$ cat config.mk
export PLATFORM = sky130hd
export DESIGN_NAME = recursive_mutex_fifo_waiters_unit
export DESIGN_NICKNAME = d
export VERILOG_FILES = /design/src/design/rmfw_pkg.sv /design/src/design/rmfw_queue.sv /design/src/design/recursive_mutex_fifo_waiters_unit.sv
export VERILOG_INCLUDE_DIRS = /design/src /design/src/design
export SDC_FILE = /design/constraint.sdc
export NUM_CORES = 1
export LEC_CHECK = 0
export ABC_CLOCK_PERIOD_IN_PS = 4650
export BUFFER_PORTS_ARGS = -buffer_cell sky130_fd_sc_hd__buf_2
export CAP_MARGIN = 15
export CORE_MARGIN = 1
export CORE_UTILIZATION = 45
export DETAILED_ROUTE_END_ITERATION = 12
export PLACE_DENSITY_LB_ADDON = 0.3
export SETUP_SLACK_MARGIN = 0.5
export SLEW_MARGIN = 20
export SYNTH_ARGS = -nofsm -noshare
export SYNTH_HDL_FRONTEND = slang
export SYNTH_SLANG_ARGS = --single-unit
export TNS_END_PERCENT = 50
$ cat constraint.sdc
create_clock -name clock -period 4.65 [get_ports clock]
set_input_delay 0.465 -clock clock [delete_from_list [all_inputs] [get_ports clock]]
set_output_delay 0.465 -clock clock [all_outputs]
set_load 0.005 [all_outputs]
$ cat src/design/assert_macros.svh
// Assertion macros shared by the lock block's RTL files.
// Each macro checks a property on the rising clock edge and is disabled in reset.
// Define NO_ASSERTIONS to compile all of them away.
`ifndef ASSERT_MACROS_SVH
`define ASSERT_MACROS_SVH

`ifndef NO_ASSERTIONS

// Same-cycle implication: when ante holds, cons must hold in that cycle.
`define ASSERT_IMPLIES(label, clk, rst, ante, cons) \
   label: assert property (@(posedge clk) disable iff (rst) (ante) |-> (cons)) \
      else $error("assertion failed");

// Next-cycle implication: when ante holds, cons must hold in the next cycle.
`define ASSERT_NEXT(label, clk, rst, ante, cons) \
   label: assert property (@(posedge clk) disable iff (rst) (ante) |=> (cons)) \
      else $error("assertion failed");

`else

`define ASSERT_IMPLIES(label, clk, rst, ante, cons)
`define ASSERT_NEXT(label, clk, rst, ante, cons)

`endif

`endif

$ cat src/design/rmfw_pkg.sv
// Package for the recursive mutex with FIFO wait queue.
// Holds the sizing constants, the status codes and the queue interface structs.
// No dependencies.
`timescale 1ns / 1ps

package rmfw_pkg;

   // Sizing
   localparam int TID_BITS     = 6;
   localparam int THREAD_COUNT = 64;
   localparam int WAIT_DEPTH   = 16;
   localparam int COUNT_BITS   = 8;
   localparam int PTR_BITS     = (WAIT_DEPTH > 1) ? $clog2(WAIT_DEPTH) : 1;
   localparam int FILL_BITS    = $clog2(WAIT_DEPTH + 1);

   // Requested operation
   typedef enum logic {
      FUNC_ACQUIRE = 1'b0,
      FUNC_RELEASE = 1'b1
   } func_type;

   // Result codes
   typedef enum logic [2:0] {
      ST_GRANTED     = 3'd0,
      ST_RECURSED    = 3'd1,
      ST_BLOCKED     = 3'd2,
      ST_DECREMENTED = 3'd3,
      ST_FREED       = 3'd4,
      ST_HANDOFF     = 3'd5,
      ST_ERROR       = 3'd6,
      ST_OVERFLOW    = 3'd7
   } status_type;

   // Commands from the lock logic to the wait queue
   typedef struct packed {
      logic                push;
      logic                pop;
      logic [TID_BITS-1:0] push_tid;
   } queue_ctl_type;

   // Status of the wait queue seen by the lock logic
   typedef struct packed {
      logic                 empty;
      logic                 full;
      logic [FILL_BITS-1:0] fill;
      logic [TID_BITS-1:0]  head_tid;
   } queue_sts_type;

endpackage

$ cat src/design/rmfw_queue.sv
// Wait queue of thread identifiers for the recursive mutex: a circular buffer.
// Depends on rmfw_pkg and assert_macros.svh.
`timescale 1ns / 1ps
`include "assert_macros.svh"

module rmfw_queue (
   input  logic                    clock,
   input  logic                    reset,
   input  rmfw_pkg::queue_ctl_type ctl,
   output rmfw_pkg::queue_sts_type sts
);
   import rmfw_pkg::*;

   localparam logic [PTR_BITS-1:0]  LAST_PTR   = PTR_BITS'(WAIT_DEPTH - 1);
   localparam logic [FILL_BITS:0]   DEPTH_WIDE = (FILL_BITS + 1)'(WAIT_DEPTH);
   localparam logic [FILL_BITS-1:0] DEPTH_FILL = FILL_BITS'(WAIT_DEPTH);

   logic [TID_BITS-1:0]  entries_ff [WAIT_DEPTH];
   logic [PTR_BITS-1:0]  head_ff;
   logic [PTR_BITS-1:0]  head_in;
   logic [FILL_BITS-1:0] fill_ff;
   logic [FILL_BITS-1:0] fill_in;
   logic [FILL_BITS:0]   tail_sum;
   logic [PTR_BITS-1:0]  tail_ptr;

   // Tail slot is head plus fill, wrapped once at the queue depth.
   always_comb begin
      tail_sum = (FILL_BITS + 1)'(head_ff) + (FILL_BITS + 1)'(fill_ff);
      if (tail_sum >= DEPTH_WIDE) begin
         tail_sum = tail_sum - DEPTH_WIDE;
      end
      tail_ptr = tail_sum[PTR_BITS-1:0];
   end

   // Head advances on a pop; fill moves by one on a push or a pop.
   always_comb begin
      head_in = head_ff;
      fill_in = fill_ff;
      if (ctl.pop) begin
         head_in = (head_ff == LAST_PTR) ? '0 : head_ff + 1'b1;
         fill_in = fill_ff - 1'b1;
      end else if (ctl.push) begin
         fill_in = fill_ff + 1'b1;
      end
   end

   always_ff @(posedge clock) begin
      if (reset) begin
         head_ff <= '0;
         fill_ff <= '0;
      end else begin
         head_ff <= head_in;
         fill_ff <= fill_in;
      end
   end

   // Entry storage has no reset: only written slots are ever read.
   always_ff @(posedge clock) begin
      if (ctl.push) begin
         entries_ff[tail_ptr] <= ctl.push_tid;
      end
   end

   always_comb begin
      sts.empty    = (fill_ff == '0);
      sts.full     = (fill_ff == DEPTH_FILL);
      sts.fill     = fill_ff;
      sts.head_tid = entries_ff[head_ff];
   end

   // The lock logic must never push into a full queue or pop an empty one.
   `ASSERT_IMPLIES(a_no_push_full, clock, reset, ctl.push, !sts.full)
   `ASSERT_IMPLIES(a_no_pop_empty, clock, reset, ctl.pop, !sts.empty)
   `ASSERT_IMPLIES(a_no_push_and_pop, clock, reset, ctl.push, !ctl.pop)
   `ASSERT_NEXT(a_fill_grows, clock, reset, ctl.push,
                fill_ff == FILL_BITS'($past(fill_ff) + 1'b1))
endmodule

$ cat src/design/recursive_mutex_fifo_waiters_unit.sv
// Recursive mutex with a FIFO wait queue: top level.
// Depends on rmfw_pkg, rmfw_queue and assert_macros.svh.
//
// Usage:
// Each request beat on the req_ channel carries an operation (req_func: acquire or
// release) and the requesting thread (req_thread_id). Exactly one response beat
// per request leaves on the rsp_ channel, in request order, with a status code
// and, on a handoff, the thread that now holds the lock.
// A request is registered on acceptance, evaluated against the lock state and
// queue while it sits in the request register and then lands in the response
// register, from which the response is offered.
// One request is taken every cycle while the receiver does not stall; the figure
// is set by the combinational lock update between the two registers.
// When the receiver stalls, the response register holds its beat; the request
// register still accepts one more beat, after which req_stall is raised until
// the response is taken.
// Synchronous reset frees the lock, clears the recursion count and empties the
// wait queue; queue entries need no clearing.
`timescale 1ns / 1ps
`include "assert_macros.svh"

module recursive_mutex_fifo_waiters_unit (
   input  logic                          clock,
   input  logic                          reset,
   input  logic                          req_valid,
   output logic                          req_stall,
   input  logic                          req_func,
   input  logic [rmfw_pkg::TID_BITS-1:0] req_thread_id,
   output logic                          rsp_valid,
   input  logic                          rsp_stall,
   output logic [2:0]                    rsp_status,
   output logic                          rsp_woken_valid,
   output logic [rmfw_pkg::TID_BITS-1:0] rsp_woken_thread
);
   import rmfw_pkg::*;

   localparam logic [TID_BITS:0] THREAD_LIMIT = (TID_BITS + 1)'(THREAD_COUNT);

   // Request register
   logic                  s1_valid_ff;
   logic                  s1_valid_in;
   func_type              s1_func_ff;
   logic [TID_BITS-1:0]   s1_tid_ff;
   // Lock state
   logic                  held_ff;
   logic                  held_in;
   logic [TID_BITS-1:0]   owner_ff;
   logic [TID_BITS-1:0]   owner_in;
   logic [COUNT_BITS-1:0] count_ff;
   logic [COUNT_BITS-1:0] count_in;
   // Response register
   logic                  rsp_valid_ff;
   logic                  rsp_valid_in;
   status_type            status_ff;
   status_type            status_in;
   logic                  woken_valid_ff;
   logic                  woken_valid_in;
   logic [TID_BITS-1:0]   woken_thread_ff;
   logic [TID_BITS-1:0]   woken_thread_in;

   logic                  advance;
   logic                  tid_bad;
   queue_ctl_type         q_ctl;
   queue_sts_type         q_sts;

   // Handshake: the request moves on when the response slot is free or draining.
   assign advance      = s1_valid_ff && (!rsp_valid_ff || !rsp_stall);
   assign req_stall    = s1_valid_ff && !advance;
   assign s1_valid_in  = req_stall ? s1_valid_ff : req_valid;
   assign rsp_valid_in = advance ? 1'b1 : (rsp_stall ? rsp_valid_ff : 1'b0);
   assign tid_bad      = ({1'b0, s1_tid_ff} >= THREAD_LIMIT);

   // Lock decision for the registered request.
   always_comb begin
      held_in         = held_ff;
      owner_in        = owner_ff;
      count_in        = count_ff;
      status_in       = ST_ERROR;
      woken_valid_in  = 1'b0;
      woken_thread_in = '0;
      q_ctl.push      = 1'b0;
      q_ctl.pop       = 1'b0;
      q_ctl.push_tid  = s1_tid_ff;
      if (tid_bad) begin
         status_in = ST_ERROR;
      end else if (s1_func_ff == FUNC_ACQUIRE) begin
         if (!held_ff) begin
            held_in   = 1'b1;
            owner_in  = s1_tid_ff;
            count_in  = '0;
            status_in = ST_GRANTED;
         end else if (owner_ff == s1_tid_ff) begin
            if (count_ff == '1) begin
               status_in = ST_OVERFLOW;
            end else begin
               count_in  = count_ff + 1'b1;
               status_in = ST_RECURSED;
            end
         end else if (q_sts.full) begin
            status_in = ST_OVERFLOW;
         end else begin
            q_ctl.push = advance;
            status_in  = ST_BLOCKED;
         end
      end else begin
         if (!held_ff || owner_ff != s1_tid_ff) begin
            status_in = ST_ERROR;
         end else if (count_ff != '0) begin
            count_in  = count_ff - 1'b1;
            status_in = ST_DECREMENTED;
         end else if (!q_sts.empty) begin
            q_ctl.pop       = advance;
            owner_in        = q_sts.head_tid;
            count_in        = '0;
            status_in       = ST_HANDOFF;
            woken_valid_in  = 1'b1;
            woken_thread_in = q_sts.head_tid;
         end else begin
            held_in   = 1'b0;
            owner_in  = '0;
            count_in  = '0;
            status_in = ST_FREED;
         end
      end
   end

   rmfw_queue u_queue (
      .clock (clock),
      .reset (reset),
      .ctl   (q_ctl),
      .sts   (q_sts)
   );

   // Control registers
   always_ff @(posedge clock) begin
      if (reset) begin
         s1_valid_ff  <= 1'b0;
         rsp_valid_ff <= 1'b0;
         held_ff      <= 1'b0;
         owner_ff     <= '0;
         count_ff     <= '0;
      end else begin
         s1_valid_ff  <= s1_valid_in;
         rsp_valid_ff <= rsp_valid_in;
         if (advance) begin
            held_ff  <= held_in;
            owner_ff <= owner_in;
            count_ff <= count_in;
         end
      end
   end

   // Payload registers
   always_ff @(posedge clock) begin
      if (req_valid && !req_stall) begin
         s1_func_ff <= func_type'(req_func);
         s1_tid_ff  <= req_thread_id;
      end
      if (advance) begin
         status_ff       <= status_in;
         woken_valid_ff  <= woken_valid_in;
         woken_thread_ff <= woken_thread_in;
      end
   end

   assign rsp_valid        = rsp_valid_ff;
   assign rsp_status       = status_ff;
   assign rsp_woken_valid  = woken_valid_ff;
   assign rsp_woken_thread = woken_thread_ff;

   // A free lock carries no owner and no count; a wake-up goes with a handoff only.
   `ASSERT_IMPLIES(a_free_is_clean, clock, reset, !held_ff,
                   owner_ff == '0 && count_ff == '0)
   `ASSERT_IMPLIES(a_woken_on_handoff, clock, reset, rsp_valid_ff,
                   woken_valid_ff == (status_ff == ST_HANDOFF))
   `ASSERT_IMPLIES(a_waiters_need_holder, clock, reset, !q_sts.empty, held_ff)
   `ASSERT_NEXT(a_handoff_owner, clock, reset, advance && status_in == ST_HANDOFF,
                owner_ff == woken_thread_ff && held_ff)
endmodule
After elaboration in Yosys (flattened, before gate mapping)
Memories as Yosys holds them, arrays and structs flattened. A register that Yosys moved wholly into a read port is not among the register bits. Index checks and enable logic that the tools add are counted.

Add/sub/neg operators: 7. Magnitude comparators: 1. Equal/unequal tests: 12. Muxes and demuxes: 42. Bitwise logic cells: 1. Reduce and logical (&&, ||, !) cells: 17.

Operator list (number): two-way mux 8 bit (6); two-way mux 6 bit (5); two-way mux 3 bit (7); two-way mux 1 bit (18); two-way mux 4 bit (4); AND reduction 4 bit (3); two-way mux 5 bit (2); adder 8 x 1 -> 8 bit (second input constant) (1); equality test 8 bit (second input constant) (1); nonzero test 8 bit (1); subtractor 8 x 1 -> 8 bit (second input constant) (1); adder 4 x 5 -> 6 bit (1); equality test 6 bit (1); greater-or-equal comparator 6 x 5 -> 1 bit (second input constant) (1); != test 2 bit (second input constant) (3); != test 6 bit (1); adder 5 x 1 -> 5 bit (second input constant) (1); equality test 5 bit (second input constant) (1); zero test 1 bit (5); zero test 5 bit (1); subtractor 5 x 1 -> 5 bit (second input constant) (1); adder 4 x 1 -> 4 bit (second input constant) (1); equality test 4 bit (second input constant) (1); != test 2 x 1 -> 1 bit (second input constant) (2); 8 further kinds (11).

Bits in registers: 43. Bits in writable memories: 96. Bits of input ports: 11. Logic and storage cells: 93. Memories kept: 1.

Memories: u_queue.entries_ff (depth 16, bits a word 6, rd ports 1, clocked after Yosys merged registers in 1, wr ports 1, RTL line rmfw_queue.sv:18) `logic [TID_BITS-1:0] entries_ff [WAIT_DEPTH];`.

Longest topological paths before layout
Depth after elaboration: 9. Depth in mapped cells: 11.

Cells and area by module
A second synthesis with hierarchy kept.

Cell total of the unflattened synthesis: 436. Area, all modules: 6387.4 µm².

Modules (own cells, without submodules): rmfw_queue (instances 1, cells each 251, area each 4504.3 µm², sequential area each 3143.0 µm²); recursive_mutex_fifo_waiters_unit (instances 1, cells each 185, area each 1883.1 µm², sequential area each 850.8 µm²).

Least setup slack after synthesis
OpenSTA, ideal clock, no wires.

Path type: in2reg. From: input port rsp_stall. To: register u_queue.fill_ff[4]. Library setup time: 0.128 ns. Arrival: 2.799 ns. Required time: 4.522 ns. Setup slack: 1.724 ns. Stages on the path: 10. Buffers on the path: 0. Cell sequence: a21boi_2 -> o211ai_2 -> nor4_4 -> xor2_1 -> ha_1 -> or3_1 -> a21oi_1 -> a21boi_0 -> xnor2_1 -> nor2_1.

RTL lines: start: declaration (RTL line recursive_mutex_fifo_waiters_unit.sv:30) `input logic rsp_stall,`; end signal: assignment (RTL line rmfw_queue.sv:53) `fill_ff <= fill_in;`; end: declaration (RTL line rmfw_queue.sv:21) `logic [FILL_BITS-1:0] fill_ff;`.

==> metrics.md <==
| Metric | Value |
|---|---|
| Max Clk Rate | roughly 0.30 GHz |
| Vias/cell | around 5.7 |
| Post-CTS setup buffer count | 0 |
| I/O pins | 23 |
| Final ANT Viol Nets | 0 |
| Most common flop cell mapped by yosys | edfxtp_1 |
| Diode count | 0 |
| Total Routing Usage GR | 0.1937 |
| Fin cells | 651 |
| Mean Syn Cell Area | 14.38 um2 |
| WP buf/inv | 0 |
| Gpl congestion | 0.8485 |
| Port-buffer cells | 22 |
| Dpl hpwl | 8660 um |
| RSZ-0062 raised after global routing | no |
| CP Data Arrival Time | 3580 ps |
| CP dominant cell by count | xnor2_1 |
| Post-Syn Area | about 6300 um2 |
| Worst Tran Pin Value | 1039 ps |
| Die Width | ~120 um |
| PnR worst setup slack | 1359 ps |
| Grt ovf | 0 |
| CP max stage cell | edfxtp_1 |
| Cts hold-fix bufs | 0 |
| Finish-stage setup viols | 0 |
| Post-cts repair resize count | 0 |
| Sequential share of the synthesized area | 0.6387 |
| Clock skew | 10.06 ps |
| Antenna violations before repair | 0 |
| Crit path time final | between 3000 and 4000 ps |
| Pin count of the biggest net entering global routing | 33 |
| Leakage | between 2 and 2.5 nW |
| CP cell instances | xnor2_1 > nand4_1 > nor4_4 > xor2_1 > ha_1 > or3_1 > a21oi_1 > a21boi_0 > xnor2_1 > nor2_1 |
| Die area | 14370 um2 |
| PwrDens | between 400 and 500 nW/um2 |
| Slew HR | 0.3063 |
| Post-Route WL | 12650 um |
| Seq cells post-synth | between 100 and 150 |
| Htree depth | 4 |
| Layout area overhead | 13.89% |
| Final Hold Viols | 0 |
| Vias in the first global route | 3676 |
| Worst stage delay on the critical path | 700 ps |
| Startpoint Class | flip-flop |
| Setup CP Type | reg -> reg |
| MaxCap Viol Count | 0 |
| # rows | 42 |
| CP max FO | 18 |
| Final Util | 0.5315 |
| Worst vdd ir | 0.0004433 V |
| First-pass GRT wire length | about 20000 um |
| Asr flop ratio synth | 0 |
| Count of different cell masters after synthesis | 56 |
| Pre-CTS WS | 1383 ps |
| Kind of end point of the critical path | flip-flop |
| Period utilisation layout | 0.7077 |
| Routed via count | 3689 |
| Outcome | completed |
| Yosys warns | 0 |
| CTS Root Cell | clkbuf_16 |
| Worst-path clk slew | about 60 ps |
| Hold WC Path Type | in -> reg |
| Nets | 483 |
| Clock Latency Late Sink | around 420 ps |
| Clk sinks | 143 |
| Number of flops mapped to enable cells by yosys | 113 |
| Dpl cells | 619 |
| DR iter-0 viols | 310 |
| Sum Neg Setup Slack | 0 ps |
| FF-to-FF setup slack | 1360 ps |
| Critical path's top delay family | simple AND/OR/NAND/NOR gates |
| Core area | between 10000 and 15000 um2 |
| Initial Util | 0.4667 |
| Number of buffers created by CTS | 17 |
| Routed len/inst | 19.42 um |
| TritonCTS clock tree | done |
| Post-synthesis instance total | 435 |
| Die Y | around 120 um |
| Fillcell total | 1123 |
| Share of cells above drive strength 1 | 0.1958 |
| Worst endpoint required time | 4940 ps |
| Longest Clk Path Bufs | 2 |
| Drt drc | 0 |
| Syn nets | 456 |
| DR pass1 iterations | 4 |
| Max-slew violations | 0 |
## cells in the final DEF (no fill, tap or decap), types with 2 or more instances in the layout
master	Yosys	layout
ha_1	9	9
dfxtp_1	30	29
bufinv_16	0	3
nand4_1	2	2
buf_2	2	22
nand2_1	17	17
nor2b_1	13	13
clkinvlp_4	0	2
o221ai_1	2	2
a21oi_1	20	20
inv_6	0	4
a31oi_1	3	3
mux2i_1	9	9
a22oi_1	3	3
nor4_1	2	2
nor3_1	12	12
clkinv_4	0	2
edfxtp_1	113	113
o21ai_1	2	2
inv_1	7	7
o31ai_1	3	3
and3_1	3	3
and2_1	2	2
nor4_4	3	3
o211ai_1	2	2
nor2_1	51	51
nand3_1	6	6
clkinv_1	0	2
a211oi_1	22	22
and2b_1	2	2
clkbuf_16	0	17
buf_4	3	5
or3_1	7	7
xnor2_1	12	12
o21ai_0	8	8
xor2_1	5	5
mux4_2	24	24
## area by class of cell
class	instances	area, um2	area share
inverters	7	26.28	0.003689
flip-flops and latches	143	3995	0.5610
multi-input cells	266	2126	0.2985
clock buffers	17	425.4	0.05973
repair buffers	27	147.6	0.02073
clock inverters	15	181.4	0.02547
well taps	176	220.2	0.03092
## synth_stat cells, drive strengths merged, types with 2 or more instances
cell type,n,share of area
ha,9,0.018
a22oi,3,0.0036
inv,7,0.0042
nand4,3,0.0040
a21boi,2,0.0030
nor4,5,0.012
edfxtp,113,0.54
a31oi,4,0.0050
xor2,5,0.0070
o21ai,11,0.0094
mux4,24,0.086
o221ai,2,0.0028
mux2i,9,0.014
a21oi,21,0.017
o31ai,3,0.0036
nor2,51,0.031
or3,7,0.0070
a211oi,22,0.026
dfxtp,30,0.096
and2b,2,0.0024
and2,2,0.0020
buf,9,0.011
xnor2,12,0.017
nand2,17,0.010
nand3,6,0.0048
nor3,12,0.0096
and3,3,0.0030
o211ai,3,0.0044
nor2b,13,0.013
clkbuf,10,0.0060
## stage by stage
step / cell area, um2 / hold WS, ps / power [mW]
floorplan: 6254 / 443.7 / 1.484
global placement: 6514 / 462.6 / 1.510
detailed placement: 6514 / 474.7 / 1.513
CTS: 7121 / 197.4 / 2.908
global route: 7122 / 198.7 / 2.971
finish: 7122 / 217.5 / 2.883
## logic make-up (layout without fill, tap and decap cells)
group,count (synthesis),count (layout),share of synthesized area
adder cells (fa/ha/maj),10,10,0.02121
flip-flops,143,143,0.6387
AO/OA/AOI/OAI,80,80,0.08764
multiplexers,34,34,0.1032
AND/OR/NAND/NOR,125,125,0.1040
XOR/XNOR,17,17,0.02381
buffers and inverters,26,66,0.02141
## path summary, 6_finish.rpt
check	end	cells past startpoint	startpoint
max	u_queue.fill_ff[4]	10	s1_tid_ff[0]
min	s1_tid_ff[5]	1	req_thread_id[5]
max reg2reg	u_queue.fill_ff[4]	10	s1_tid_ff[0]
min reg2reg	rsp_valid	2	s1_valid_ff
## power breakdown
part	switching (mW)	internal, mW	total, mW	leakage, nW
clock network	0.546	0.850	1.40	0.292
logic	0.0483	0.0265	0.0748	0.781
registers	0.0199	1.39	1.41	1.27
total	0.615	2.27	2.88	2.34
## registers in the layout, summed over array words and instances (netlist names), named ones only
| signal | flops |
|---|---|
| rsp_woken_valid | 1 |
| held_ff | 1 |
| rsp_woken_thread | 6 |
| rsp_valid | 1 |
| s1_func_ff | 1 |
| owner_ff | 6 |
| rsp_status | 3 |
| count_ff | 8 |
| u_queue.head_ff | 4 |
| s1_valid_ff | 1 |
| u_queue.fill_ff | 5 |
| s1_tid_ff | 6 |
| u_queue.entries_ff | 96 |
## per-layer routing
metal  global-route usage  vias up  share of wire  wire length (um)
met5                    0        -              0                 0
met4              0.07109        0          0.015               195
met3              0.05133       16          0.044               558
met2               0.3053       97           0.49              6153
met1               0.2583     1836           0.45              5737
li1                     -     1740              -                 -
## worst register-to-register path: cells and delay by family, from the launching register on
family | cells | cell delay [ps]
flip-flops | 1 | 700
AO/OA/AOI/OAI | 2 | 270
adder cells (fa/ha/maj) | 1 | 280
XOR/XNOR | 3 | 500
AND/OR/NAND/NOR | 4 | 1400
Note: power is estimated with default switching activity, not from simulation.
